--- config.mk ---
export PLATFORM = sky130hd
export DESIGN_NAME = bcpc_corner_seq
export DESIGN_NICKNAME = d
export VERILOG_FILES = /design/src/sv/bcpc_pkg.sv /design/src/sv/bcpc_corner_seq.sv
export SDC_FILE = /design/constraint.sdc
export NUM_CORES = 1
export LEC_CHECK = 0
export ABC_AREA = 1
export BUFFER_PORTS_ARGS = -buffer_cell sky130_fd_sc_hd__buf_2
export CORE_AREA = 3 3 188 190
export CTS_CLUSTER_SIZE = 12
export DETAILED_ROUTE_END_ITERATION = 16
export DIE_AREA = 0 0 191 193
export SYNTH_ARGS = -nofsm -noshare
export SYNTH_HDL_FRONTEND = slang
export SYNTH_SLANG_ARGS = --single-unit
--- constraint.sdc ---
create_clock -name i_clk -period 6.9 [get_ports i_clk]
set_input_delay 0 -clock i_clk [delete_from_list [all_inputs] [get_ports i_clk]]
set_output_delay 0 -clock i_clk [all_outputs]
set_load 0.005 [all_outputs]
--- src/sv/bcpc_pkg.sv ---
// ----------------------------------------------------------------------------
// bcpc_pkg
// Shared types, constants and helpers of the box corner plane contact unit.
// ----------------------------------------------------------------------------
package bcpc_pkg;

    localparam int NUM_CORNERS = 8;
    localparam int CORNER_W    = $clog2(NUM_CORNERS);

    localparam int Q_W         = 16;  // Q7.8 positions, Q1.14 rotation/normal
    localparam int ROW_W       = 3 * Q_W;
    localparam int DIM_W       = 15;
    localparam int CFG_IDX_W   = 3;
    localparam int CFG_DATA_W  = 16;

    localparam int PROD_W      = 2 * Q_W;      // rotation * local, Q.23
    localparam int ACC_W       = PROD_W + 2;   // centre + three products
    localparam int DIFF_W      = Q_W + 1;      // corner - plane
    localparam int DPROD_W     = DIFF_W + Q_W; // Q.22
    localparam int DIST_W      = DPROD_W + 2;  // sum of three
    localparam int SAT_IN_W    = 24;

    localparam logic signed [Q_W-1:0] NORMAL_Y_RST = 16'sd16384;

    typedef enum logic [CFG_IDX_W-1:0] {
        CFG_PLANE_X  = 3'd0,
        CFG_PLANE_Y  = 3'd1,
        CFG_PLANE_Z  = 3'd2,
        CFG_NORMAL_X = 3'd3,
        CFG_NORMAL_Y = 3'd4,
        CFG_NORMAL_Z = 3'd5
    } t_cfg_idx;

    typedef struct packed {
        logic                valid;
        logic [CORNER_W-1:0] corner;
        logic                last;
    } t_ctl;

    typedef logic signed [Q_W-1:0] t_q;

    function automatic t_q sat16(input logic signed [SAT_IN_W-1:0] v);
        t_q res;
        if (v > 24'sd32767) begin
            res = 16'sh7FFF;
        end else if (v < -24'sd32768) begin
            res = 16'sh8000;
        end else begin
            res = v[Q_W-1:0];
        end
        return res;
    endfunction

endpackage

--- src/sv/bcpc_corner_seq.sv ---
// ----------------------------------------------------------------------------
// bcpc_corner_seq
// Holds one box and issues its eight corners, one per advancing cycle.
// ----------------------------------------------------------------------------
module bcpc_corner_seq (
    input  logic                                 i_clk,
    input  logic                                 i_rst_n,
    input  logic                                 i_valid,
    output logic                                 o_stall,
    input  logic                                 i_adv,
    input  logic [bcpc_pkg::ROW_W-1:0]           i_rot_row0,
    input  logic [bcpc_pkg::ROW_W-1:0]           i_rot_row1,
    input  logic [bcpc_pkg::ROW_W-1:0]           i_rot_row2,
    input  logic signed [bcpc_pkg::Q_W-1:0]      i_box_pos_x,
    input  logic signed [bcpc_pkg::Q_W-1:0]      i_box_pos_y,
    input  logic signed [bcpc_pkg::Q_W-1:0]      i_box_pos_z,
    input  logic [bcpc_pkg::DIM_W-1:0]           i_dim_x,
    input  logic [bcpc_pkg::DIM_W-1:0]           i_dim_y,
    input  logic [bcpc_pkg::DIM_W-1:0]           i_dim_z,
    output bcpc_pkg::t_ctl                       o_ctl,
    output logic [bcpc_pkg::ROW_W-1:0]           o_rot_row0,
    output logic [bcpc_pkg::ROW_W-1:0]           o_rot_row1,
    output logic [bcpc_pkg::ROW_W-1:0]           o_rot_row2,
    output logic signed [bcpc_pkg::Q_W-1:0]      o_box_pos_x,
    output logic signed [bcpc_pkg::Q_W-1:0]      o_box_pos_y,
    output logic signed [bcpc_pkg::Q_W-1:0]      o_box_pos_z,
    output logic [bcpc_pkg::DIM_W-1:0]           o_dim_x,
    output logic [bcpc_pkg::DIM_W-1:0]           o_dim_y,
    output logic [bcpc_pkg::DIM_W-1:0]           o_dim_z
);

    localparam logic [bcpc_pkg::CORNER_W-1:0] LAST_CORNER =
        bcpc_pkg::CORNER_W'(bcpc_pkg::NUM_CORNERS - 1);

    logic                          r_busy, n_busy;
    logic [bcpc_pkg::CORNER_W-1:0] r_cnt, n_cnt;
    logic [bcpc_pkg::ROW_W-1:0]    r_row0, r_row1, r_row2;
    logic signed [bcpc_pkg::Q_W-1:0] r_px, r_py, r_pz;
    logic [bcpc_pkg::DIM_W-1:0]    r_dx, r_dy, r_dz;

    logic issue, done, accept;

    always_comb begin
        issue   = r_busy && i_adv;
        done    = issue && (r_cnt == LAST_CORNER);
        o_stall = r_busy && !done;
        accept  = i_valid && !o_stall;
    end

    always_comb begin
        n_busy = r_busy;
        n_cnt  = r_cnt;
        if (accept) begin
            n_busy = 1'b1;
            n_cnt  = '0;
        end else if (done) begin
            n_busy = 1'b0;
        end else if (issue) begin
            n_cnt = r_cnt + 1'b1;
        end
    end

    always_ff @(posedge i_clk) begin
        if (!i_rst_n) begin
            r_busy <= 1'b0;
            r_cnt  <= '0;
        end else begin
            r_busy <= n_busy;
            r_cnt  <= n_cnt;
        end
    end

    // box payload, loaded on the input transfer
    always_ff @(posedge i_clk) begin
        if (accept) begin
            r_row0 <= i_rot_row0;
            r_row1 <= i_rot_row1;
            r_row2 <= i_rot_row2;
            r_px   <= i_box_pos_x;
            r_py   <= i_box_pos_y;
            r_pz   <= i_box_pos_z;
            r_dx   <= i_dim_x;
            r_dy   <= i_dim_y;
            r_dz   <= i_dim_z;
        end
    end

    always_comb begin
        o_ctl.valid  = r_busy;
        o_ctl.corner = r_cnt;
        o_ctl.last   = (r_cnt == LAST_CORNER);
        o_rot_row0   = r_row0;
        o_rot_row1   = r_row1;
        o_rot_row2   = r_row2;
        o_box_pos_x  = r_px;
        o_box_pos_y  = r_py;
        o_box_pos_z  = r_pz;
        o_dim_x      = r_dx;
        o_dim_y      = r_dy;
        o_dim_z      = r_dz;
    end

endmodule

==> metrics.cfg <==
[min_path]
min_path_cells=2
hold_path.class=in -> reg

[sta]
fin_worst_skew_ns=0.008485
setup_tns_ns=0
max_slew_margin=0.4745
rsz0062_at_grt=no
setup_ws_ns=4.057
hold_violations=0
setup_viol=0
maxSlewViolCount=0
timing.final.crit_period_ns=2.843
fmax_ghz=0.3518
fin_crit_sh=0.4120
worst_pin_slew_ns=0.7882

[global_route]
track_usage=0.1222
grt-busiest-layer=met2
grt_pass1_vias=6051
gr-total-overflow=0
antenna_found_initial=2
gr-usage-met1=0.1301
grtUsageMet3=0.04213
grt_pass1_wl_um=34360
grt_start_max_net_pins=127
grt_use_met2=0.2285

[yosys]
synthCells=270
syn-num-nets=513
synth.distinct_cells=11
ys_seq_area_frac=0.9801
syn_avg_cell_area_sq_um=27.20
syn_area_sq_um=7343
synth-seq-cells=241
ys.warnings.count=0

[cells_and_area]
design_area_sq_um=13530
areaGrowthSynthToFinish_pct=84.22
multi_input_comb_area_sq_um=112.6
seq_area_sq_um=7197
fill_cells=3071
finish.utilization=0.4024
final_net_count=1268
drive_above_1_share=0.4990

[clock_tree]
htree_levels=1
cts-root-buf=clkbuf_16
clk-insertion-delay-late_ns=0.52
clock_path_buffers=3
cts.reportedPaths.clkPinSlew_ns=0.06
postCtsSetupBuffers=0
numCtsBuffers=27
clock-sinks=241
cts_tree=built

[power]
pwr-share-clk=0.375
leakage_nw=5.709
switching_power_mw=0.7064
comb_power_share=0.100
switching_share=0.2123
irDropWorstVdd_uv=194.1
powerDensity_nw_per_um2=246.0
power_mw=3.328
power.internal_mw=2.621
seqPwrFrac=0.524

[route]
vias=5575
ant_nets=0
routed_wl_um=24620
drt-initial-drc-count=192
drc_errors=0
drtPass1Iterations=4
vias_per_cell=3.742
routedWlPerCell_um=16.52

[setup_path]
path_class=reg -> reg
cp-start-kind=register
cp.required_ns=7.05
r2r_cells=7
endpoint_kind=register
worstPathArrival_ns=2.99
crit_fanout=126

[die]
die-width_um=191
dieArea_sq_um=36860
rows=67
fp.dieH_um=193
num_io_pins=484
coreArea_sq_um=33620
start_util=0.2184

[placed_design]
hpwl_um=16540
place_ws_ns=4.130
io_buffers=483
dpl_cell_area_sq_um=10340
gp_congestion=0.7419

[flow_run]
drv_cap=0

[status]
status=finished, final reports clean

## cell families after synthesis
group | Yosys count | synth area share
flip-flops | 241 | 0.9801
buffers and inverters | 8 | 0.004601
AO/OA/AOI/OAI | 2 | 0.001363
AND/OR/NAND/NOR | 17 | 0.01056
adder cells (fa/ha/maj) | 2 | 0.003407
## path summary, 6_finish.rpt
kind | end | startpoint | slack (ns)
worst min-delay path | o_rot_row0[40]$_DFFE_PP_ | i_rot_row0[40] | 0.18
worst max-delay path | o_rot_row1[14]$_DFFE_PP_ | r_cnt[0]$_SDFFE_PP0P_ | 4.06
worst max register to register | o_rot_row1[14]$_DFFE_PP_ | r_cnt[0]$_SDFFE_PP0P_ | 4.06
worst min register to register | r_cnt[1]$_SDFFE_PP0P_ | r_cnt[1]$_SDFFE_PP0P_ | 0.55
## registers in the layout, indices dropped and copies added (netlist names), 16 cells and up
name / cells
o_box_pos_y: 16
o_rot_row0: 48
o_rot_row2: 48
o_rot_row1: 48
o_box_pos_x: 16
o_box_pos_z: 16
## Yosys cell counts
library cell  count  area, sq um
nand3_1           1        5.000
nand2_1          10        37.54
buf_4             1        7.510
edfxtp_1        237         7117
nor2_1            1        3.750
ha_1              2        25.02
inv_1             7        26.28
nand2_2           2        12.51
nand4_1           3        18.77
dfxtp_1           4        80.08
a21oi_1           2        10.01
## critical path: stages, from the launching register on
cell,delay [ns]
dfxtp_1,0.39
ha_1,0.17
ha_1,0.21
nand2_2,0.07
nand2_2,0.08
nand2_1,0.17
inv_8,0.53
buf_12,0.52
## routing by layer
metal  vias up  part of all wire
met5         -           0.00032
met4         2             0.030
met3        38             0.094
met2       292              0.53
met1      2659              0.35
li1       2584                 -
## layout by cell type, fill, tap and decap left out, drive strengths merged
master,instances
nor2,1
nand3,1
clkbuf,34
a21oi,2
clkinv,10
dfxtp,4
edfxtp,237
nand4,3
dlygate4sd3,243
nand2,12
inv,7
diode,2
buf,484
ha,2
## timing repair
action / 4_1_cts / 5_1_grt
endpoints found under the hold margin: 241 / 0
gates resized for setup: 0 / 0
hold buffers: 243 / 0
setup endpoints to repair: 0 / 0
## final cells by class
| cell class | count | share of cell area |
|---|---|---|
| diodes | 2 | 0.0003700 |
| clock buffers | 34 | 0.05189 |
| clock inverters | 10 | 0.003515 |
| inverters | 7 | 0.002497 |
| multi-input cells | 21 | 0.008324 |
| flip-flops and latches | 241 | 0.5320 |
| well taps | 448 | 0.04144 |
| repair buffers | 727 | 0.3600 |
## power by group through the flow
| stage | registers, mW | logic (mW) | clock network [mW] |
|---|---|---|---|
| global route | 1.75 | 0.362 | 1.35 |
| CTS | 1.74 | 0.336 | 1.31 |
| floorplan | 1.80 | 0.0326 | 0 |
| detailed placement | 1.77 | 0.225 | 0 |
| global placement | 1.77 | 0.222 | 0 |
| finish | 1.74 | 0.334 | 1.25 |
## per-stage QoR
step                std cells  hold slack [ns]
global placement         1201           0.1761
CTS                      1488           0.1314
detailed placement       1201           0.1781
global route             1488           0.1561
floorplan                 270          0.09887
finish                   1490           0.1797
No activity file was read; power rests on OpenSTA's default activity.
