<file path="config.mk">
export PLATFORM = sky130hd
export DESIGN_NAME = bcpc_plane
export DESIGN_NICKNAME = d
export VERILOG_FILES = /design/src/sv/bcpc_pkg.sv /design/src/sv/bcpc_plane.sv
export SDC_FILE = /design/constraint.sdc
export NUM_CORES = 2
export LEC_CHECK = 0
export ABC_AREA = 1
export BUFFER_PORTS_ARGS = -buffer_cell sky130_fd_sc_hd__buf_2
export CORE_AREA = 5 5 262 290
export DETAILED_ROUTE_END_ITERATION = 6
export DIE_AREA = 0 0 267 295
export PLACE_DENSITY_LB_ADDON = 0.1
export SETUP_SLACK_MARGIN = 0.15
export SKIP_LAST_GASP = 1
export SLEW_MARGIN = 0
export SYNTH_ARGS = -nofsm -noshare
export SYNTH_HDL_FRONTEND = slang
export SYNTH_SLANG_ARGS = --single-unit
</file>
<file path="constraint.sdc">
create_clock -name i_clk -period 13.2 [get_ports i_clk]
set_input_delay 1.98 -clock i_clk [delete_from_list [all_inputs] [get_ports i_clk]]
set_output_delay 1.98 -clock i_clk [all_outputs]
set_load 0.005 [all_outputs]
</file>
<file path="src/sv/bcpc_pkg.sv">
// ----------------------------------------------------------------------------
// bcpc_pkg
// Shared types, constants and helpers of the box corner plane contact unit.
// ----------------------------------------------------------------------------
package bcpc_pkg;

    localparam int NUM_CORNERS = 8;
    localparam int CORNER_W    = $clog2(NUM_CORNERS);

    localparam int Q_W         = 16;  // Q7.8 positions, Q1.14 rotation/normal
    localparam int ROW_W       = 3 * Q_W;
    localparam int DIM_W       = 15;
    localparam int CFG_IDX_W   = 3;
    localparam int CFG_DATA_W  = 16;

    localparam int PROD_W      = 2 * Q_W;      // rotation * local, Q.23
    localparam int ACC_W       = PROD_W + 2;   // centre + three products
    localparam int DIFF_W      = Q_W + 1;      // corner - plane
    localparam int DPROD_W     = DIFF_W + Q_W; // Q.22
    localparam int DIST_W      = DPROD_W + 2;  // sum of three
    localparam int SAT_IN_W    = 24;

    localparam logic signed [Q_W-1:0] NORMAL_Y_RST = 16'sd16384;

    typedef enum logic [CFG_IDX_W-1:0] {
        CFG_PLANE_X  = 3'd0,
        CFG_PLANE_Y  = 3'd1,
        CFG_PLANE_Z  = 3'd2,
        CFG_NORMAL_X = 3'd3,
        CFG_NORMAL_Y = 3'd4,
        CFG_NORMAL_Z = 3'd5
    } t_cfg_idx;

    typedef struct packed {
        logic                valid;
        logic [CORNER_W-1:0] corner;
        logic                last;
    } t_ctl;

    typedef logic signed [Q_W-1:0] t_q;

    function automatic t_q sat16(input logic signed [SAT_IN_W-1:0] v);
        t_q res;
        if (v > 24'sd32767) begin
            res = 16'sh7FFF;
        end else if (v < -24'sd32768) begin
            res = 16'sh8000;
        end else begin
            res = v[Q_W-1:0];
        end
        return res;
    endfunction

endpackage

</file>
<file path="src/sv/bcpc_plane.sv">
// ----------------------------------------------------------------------------
// bcpc_plane
// Two stages: per-axis distance products, then the sum, hit decision, depth
// rounding and the output register that faces the result channel.
// ----------------------------------------------------------------------------
module bcpc_plane (
    input  logic                                 i_clk,
    input  logic                                 i_rst_n,
    input  logic                                 i_stall,
    output logic                                 o_adv,
    input  bcpc_pkg::t_ctl                       i_ctl,
    input  logic signed [bcpc_pkg::Q_W-1:0]      i_pos_x,
    input  logic signed [bcpc_pkg::Q_W-1:0]      i_pos_y,
    input  logic signed [bcpc_pkg::Q_W-1:0]      i_pos_z,
    input  logic signed [bcpc_pkg::Q_W-1:0]      i_plane_x,
    input  logic signed [bcpc_pkg::Q_W-1:0]      i_plane_y,
    input  logic signed [bcpc_pkg::Q_W-1:0]      i_plane_z,
    input  logic signed [bcpc_pkg::Q_W-1:0]      i_normal_x,
    input  logic signed [bcpc_pkg::Q_W-1:0]      i_normal_y,
    input  logic signed [bcpc_pkg::Q_W-1:0]      i_normal_z,
    output logic                                 o_valid,
    output logic signed [bcpc_pkg::Q_W-1:0]      o_contact_x,
    output logic signed [bcpc_pkg::Q_W-1:0]      o_contact_y,
    output logic signed [bcpc_pkg::Q_W-1:0]      o_contact_z,
    output logic signed [bcpc_pkg::Q_W-1:0]      o_depth,
    output logic [bcpc_pkg::CORNER_W-1:0]        o_corner,
    output logic                                 o_hit,
    output logic                                 o_last
);

    localparam int QW = bcpc_pkg::Q_W;
    localparam int DW = bcpc_pkg::DIST_W;
    localparam logic signed [DW-1:0] HALF_LSB = DW'(1) <<< 13;

    logic signed [QW-1:0]                pos [3];
    logic signed [QW-1:0]                pln [3];
    logic signed [QW-1:0]                nrm [3];
    logic signed [bcpc_pkg::DIFF_W-1:0]  diff [3];

    logic signed [bcpc_pkg::DPROD_W-1:0] r_dprod [3];
    logic signed [QW-1:0]                r_s3_pos [3];
    bcpc_pkg::t_ctl                      r_s3_ctl;

    logic signed [DW-1:0]  sdist, rnd;
    logic signed [QW-1:0]  dq;
    logic signed [QW-1:0]  n_depth;
    logic                  n_hit;

    logic                          r_out_valid;
    logic signed [QW-1:0]          r_out_pos [3];
    logic signed [QW-1:0]          r_out_depth;
    logic [bcpc_pkg::CORNER_W-1:0] r_out_corner;
    logic                          r_out_hit, r_out_last;

    // the whole pipe moves whenever the output register is free or taken
    assign o_adv = !r_out_valid || !i_stall;

    always_comb begin
        pos[0] = i_pos_x;
        pos[1] = i_pos_y;
        pos[2] = i_pos_z;
        pln[0] = i_plane_x;
        pln[1] = i_plane_y;
        pln[2] = i_plane_z;
        nrm[0] = i_normal_x;
        nrm[1] = i_normal_y;
        nrm[2] = i_normal_z;
        for (int r = 0; r < 3; r++) begin
            diff[r] = bcpc_pkg::DIFF_W'(pos[r]) - bcpc_pkg::DIFF_W'(pln[r]);
        end
    end

    always_ff @(posedge i_clk) begin
        if (o_adv) begin
            for (int r = 0; r < 3; r++) begin
                r_dprod[r]  <= diff[r] * nrm[r];
                r_s3_pos[r] <= pos[r];
            end
        end
    end

    // exact Q.22 distance decides the hit; depth is rounded from it
    always_comb begin
        sdist = DW'(r_dprod[0]) + DW'(r_dprod[1]) + DW'(r_dprod[2]);
        n_hit = sdist[DW-1];
        rnd   = sdist + HALF_LSB;
        dq    = bcpc_pkg::sat16(bcpc_pkg::SAT_IN_W'($signed(rnd[DW-1:14])));
        if (!n_hit) begin
            n_depth = '0;
        end else if (dq > 16'sd0) begin
            n_depth = '0;
        end else begin
            n_depth = dq;
        end
    end

    always_ff @(posedge i_clk) begin
        if (o_adv) begin
            for (int r = 0; r < 3; r++) begin
                r_out_pos[r] <= r_s3_pos[r];
            end
            r_out_depth  <= n_depth;
            r_out_corner <= r_s3_ctl.corner;
            r_out_hit    <= n_hit;
            r_out_last   <= r_s3_ctl.last;
        end
    end

    always_ff @(posedge i_clk) begin
        if (!i_rst_n) begin
            r_s3_ctl    <= '0;
            r_out_valid <= 1'b0;
        end else if (o_adv) begin
            r_s3_ctl    <= i_ctl;
            r_out_valid <= r_s3_ctl.valid;
        end
    end

    always_comb begin
        o_valid     = r_out_valid;
        o_contact_x = r_out_pos[0];
        o_contact_y = r_out_pos[1];
        o_contact_z = r_out_pos[2];
        o_depth     = r_out_depth;
        o_corner    = r_out_corner;
        o_hit       = r_out_hit;
        o_last      = r_out_last;
    end

endmodule

</file>
==> summary.md <==
| Metric | Value |
|---|---|
| Rows | `104` |
| Mapped Cells | `4951` |
| Max Cap Viol | `0` |
| I/O Buffers | `222` |
| Share of cells above drive strength 1 | `8.15%` |
| Die area | `about 79000 sq um` |
| Slew HR | `24.3%` |
| Nets@finish | `6496` |
| Synth Net Count | `6300` |
| Slew Limit Fails | `0` |
| Commonest non-fill, non-tap cell in the layout | `inv_1` |
| DRT Pass-1 Iters | `5` |
| Drt drc | `0` |
| WL/cell | `roughly 17 um` |
| Mean post-synth cell area | `around 8.7 sq um` |
| Crit share post-route | `80.7%` |
| Initial DRC Count | `around 2200` |
| Most Frequent Cell on Critical Path | `nand2_1` |
| Die width | `267 um` |
| Number of global-route vias before repair | `34100` |
| Post-Synthesis Cell Area | `43200 sq um` |
| Arrival time at the worst endpoint | `about 11 ns` |
| Antenna violations before repair | `1` |
| Synth unique cells | `50` |
| Post-CTS Hold Fix Bufs | `0` |
| #FFs+latches synth | `222` |
| Max FO, Critical Path | `10` |
| Clk sinks | `around 220` |
| Sequential area share after synthesis | `15.3%` |
| Area Growth Syn to Fin | `6.82%` |
| Average via count per standard cell | `between 5 and 6` |
| GRT Overall Usage | `28.0%` |
| Setup TNS | `0 ns` |
| Post-DRT Antenna Nets | `0` |
| Place WS | `2.05 ns` |
| Pin count of the biggest net entering global routing | `76` |
| Setup repair after global routing missed its margin | `false` |
| Initial Utilization | `59.5%` |
| Status | `complete, no violations` |
| H-tree depth | `1` |
| Top_reg_cell synth | `edfxtp_1` |
| Worst-path clk slew | `approximately 0.06 ns` |
| Warning count from the yosys run | `0` |
| Clock buffer count from CTS | `27` |
| Worst skew pair latency | `0.58 ns` |
| Final Hold Vio Count | `0` |
| Synth async-reset ratio | `0%` |
| PnR worst setup slack | `2.55 ns` |
| Slowest-stage cell, CP | `fa_1` |
| Post-CTS Setup Bufs | `0` |
| Clock skew | `0.0447 ns` |
| Worst setup SP type | `input pin` |
| Data required, critical path | `13.48 ns` |
| Critical path type | `in2reg` |
| Slew @ Worst Pin | `1.13 ns` |
| Most frequent cells in the layout | `1332 x inv_1, 883 x nand2_1, 863 x fa_1` |
| Worst path max stage delay | `0.53 ns` |
| Max Clock Freq | `93.9 MHz` |
| DRT Wirelength | `~110000 um` |
| Core ar. | `72600 sq um` |
| Clock tree from TritonCTS | `done` |
| I/O pin cnt | `223` |
| Post-DP HPWL | `91100 um` |
| Final count of negative-setup-slack endpoints | `0` |
| Gpl congestion | `0.963` |
| Maximum clock insertion buffer count | `3` |
| First-pass GRT wire length | `between 150000 and 200000 um` |
| CTS root buf | `clkbuf_16` |
| Fillers | `6332` |
| Die height | `about 300 um` |
| Post-cts sizing count | `0` |
| Post-synth EDFFs | `216` |
| Final non-filler cell area | `46100 sq um` |
| Setup crit end kind | `register` |
| Vias | `between 30000 and 40000` |
| Hold WC Path Type | `reg2reg` |
| Final min period | `10.65 ns` |
| Area post-placement | `~45000 sq um` |
| Total grt overflow | `0` |
[critical path, delay by kind of cell]
family | cells | cell delay (ns)
xor+xnor | 1 | 0.16
simple gates | 11 | 1.54
buf+inv | 9 | 0.92
fa+ha+maj | 9 | 3.65
compound gates | 15 | 2.69
[synthesized netlist by cell type, types with 4 or more instances]
master	count	area share, %
a21boi_0	7	0.12
a21oi_1	191	2.2
a31oi_1	6	0.087
clkbuf_1	62	0.54
clkinv_1	28	0.24
dfxtp_1	6	0.28
edfxtp_1	216	15
fa_1	863	40
ha_1	334	9.7
inv_1	1332	12
inv_2	20	0.17
nand2_1	884	7.7
nand2_2	28	0.41
nand3_1	59	0.68
nand3_2	10	0.23
nand4_1	17	0.25
nor2_1	508	4.4
nor2_2	33	0.48
nor2_4	6	0.16
nor3_1	12	0.14
o2111ai_1	4	0.081
o211ai_1	5	0.087
o21ai_0	75	0.87
o21ai_1	6	0.070
o21bai_1	11	0.19
o31ai_1	9	0.16
or2_1	4	0.058
or2_2	40	0.58
xnor2_1	59	1.2
xor2_1	80	1.6
[layer usage]
layer  up-vias  track usage, %  wire [um]
li1      15000               -          -
met5         -               0          0
met4         0            7.81       3530
met1     15900            37.7      42700
met3       204            3.09       7270
met2      1121            48.9      52900
[sequential cells by signal, summed over array words and instances, names as in the netlist]
| register | count |
|---|---|
| o_valid | 1 |
| r_s3_ctl | 5 |
| r_s3_pos | 48 |
| o_depth | 16 |
| o_corner | 3 |
| r_out_pos | 48 |
| r_dprod | 99 |
| o_hit | 1 |
| o_last | 1 |
[path summary, 6_finish.rpt]
| kind | start | end | slack [ns] | cells after the start |
|---|---|---|---|---|
| hold reg to reg | r_s3_ctl[2] | o_corner[1] | 0.39 | 0 |
| setup / recovery | i_pos_y[0] | r_dprod[0][65] | 2.55 | 45 |
| hold / removal | r_s3_ctl[2] | o_corner[1] | 0.39 | 0 |
| setup reg to reg | r_dprod[0][70] | o_depth[7] | 8.07 | 29 |
[cells by family (layout without fill, tap and decap cells)]
group           after synthesis  after routing  share of synthesized area (%)
simple gates               1620           1620                           15.5
compound gates              328            328                           4.14
other cells                   0              2                              0
xor+xnor                    140            140                           2.86
flops                       222            222                           15.3
fa+ha+maj                  1197           1197                           49.7
buf+inv                    1444           1658                           12.6
[stage by stage]
stage / std cells / hold WS [ns] / utilization, %
6_report: 6121 / 0.394 / 63.6
5_1_grt: 6120 / 0.396 / 63.6
4_1_cts: 6119 / 0.372 / 63.5
3_5_place_dp: 6072 / 0.405 / 62.4
3_3_place_gp: 6072 / 0.400 / 62.4
2_1_floorplan: 4951 / 0.400 / -
[cell type report]
class,count,area [sq um],share of cell area (%)
repair buffers,231,1180,2.55
inverters,1380,5180,11.2
clock inverters,14,118,0.255
diodes,2,5.00,0.0108
clock buffers,33,698,1.51
multi-input cells,3285,31200,67.5
well taps,954,1190,2.59
flip-flops and latches,222,6610,14.3
Power is not shown: default switching activity piles up to over one toggle a cycle in this logic, so the estimate is an artifact.
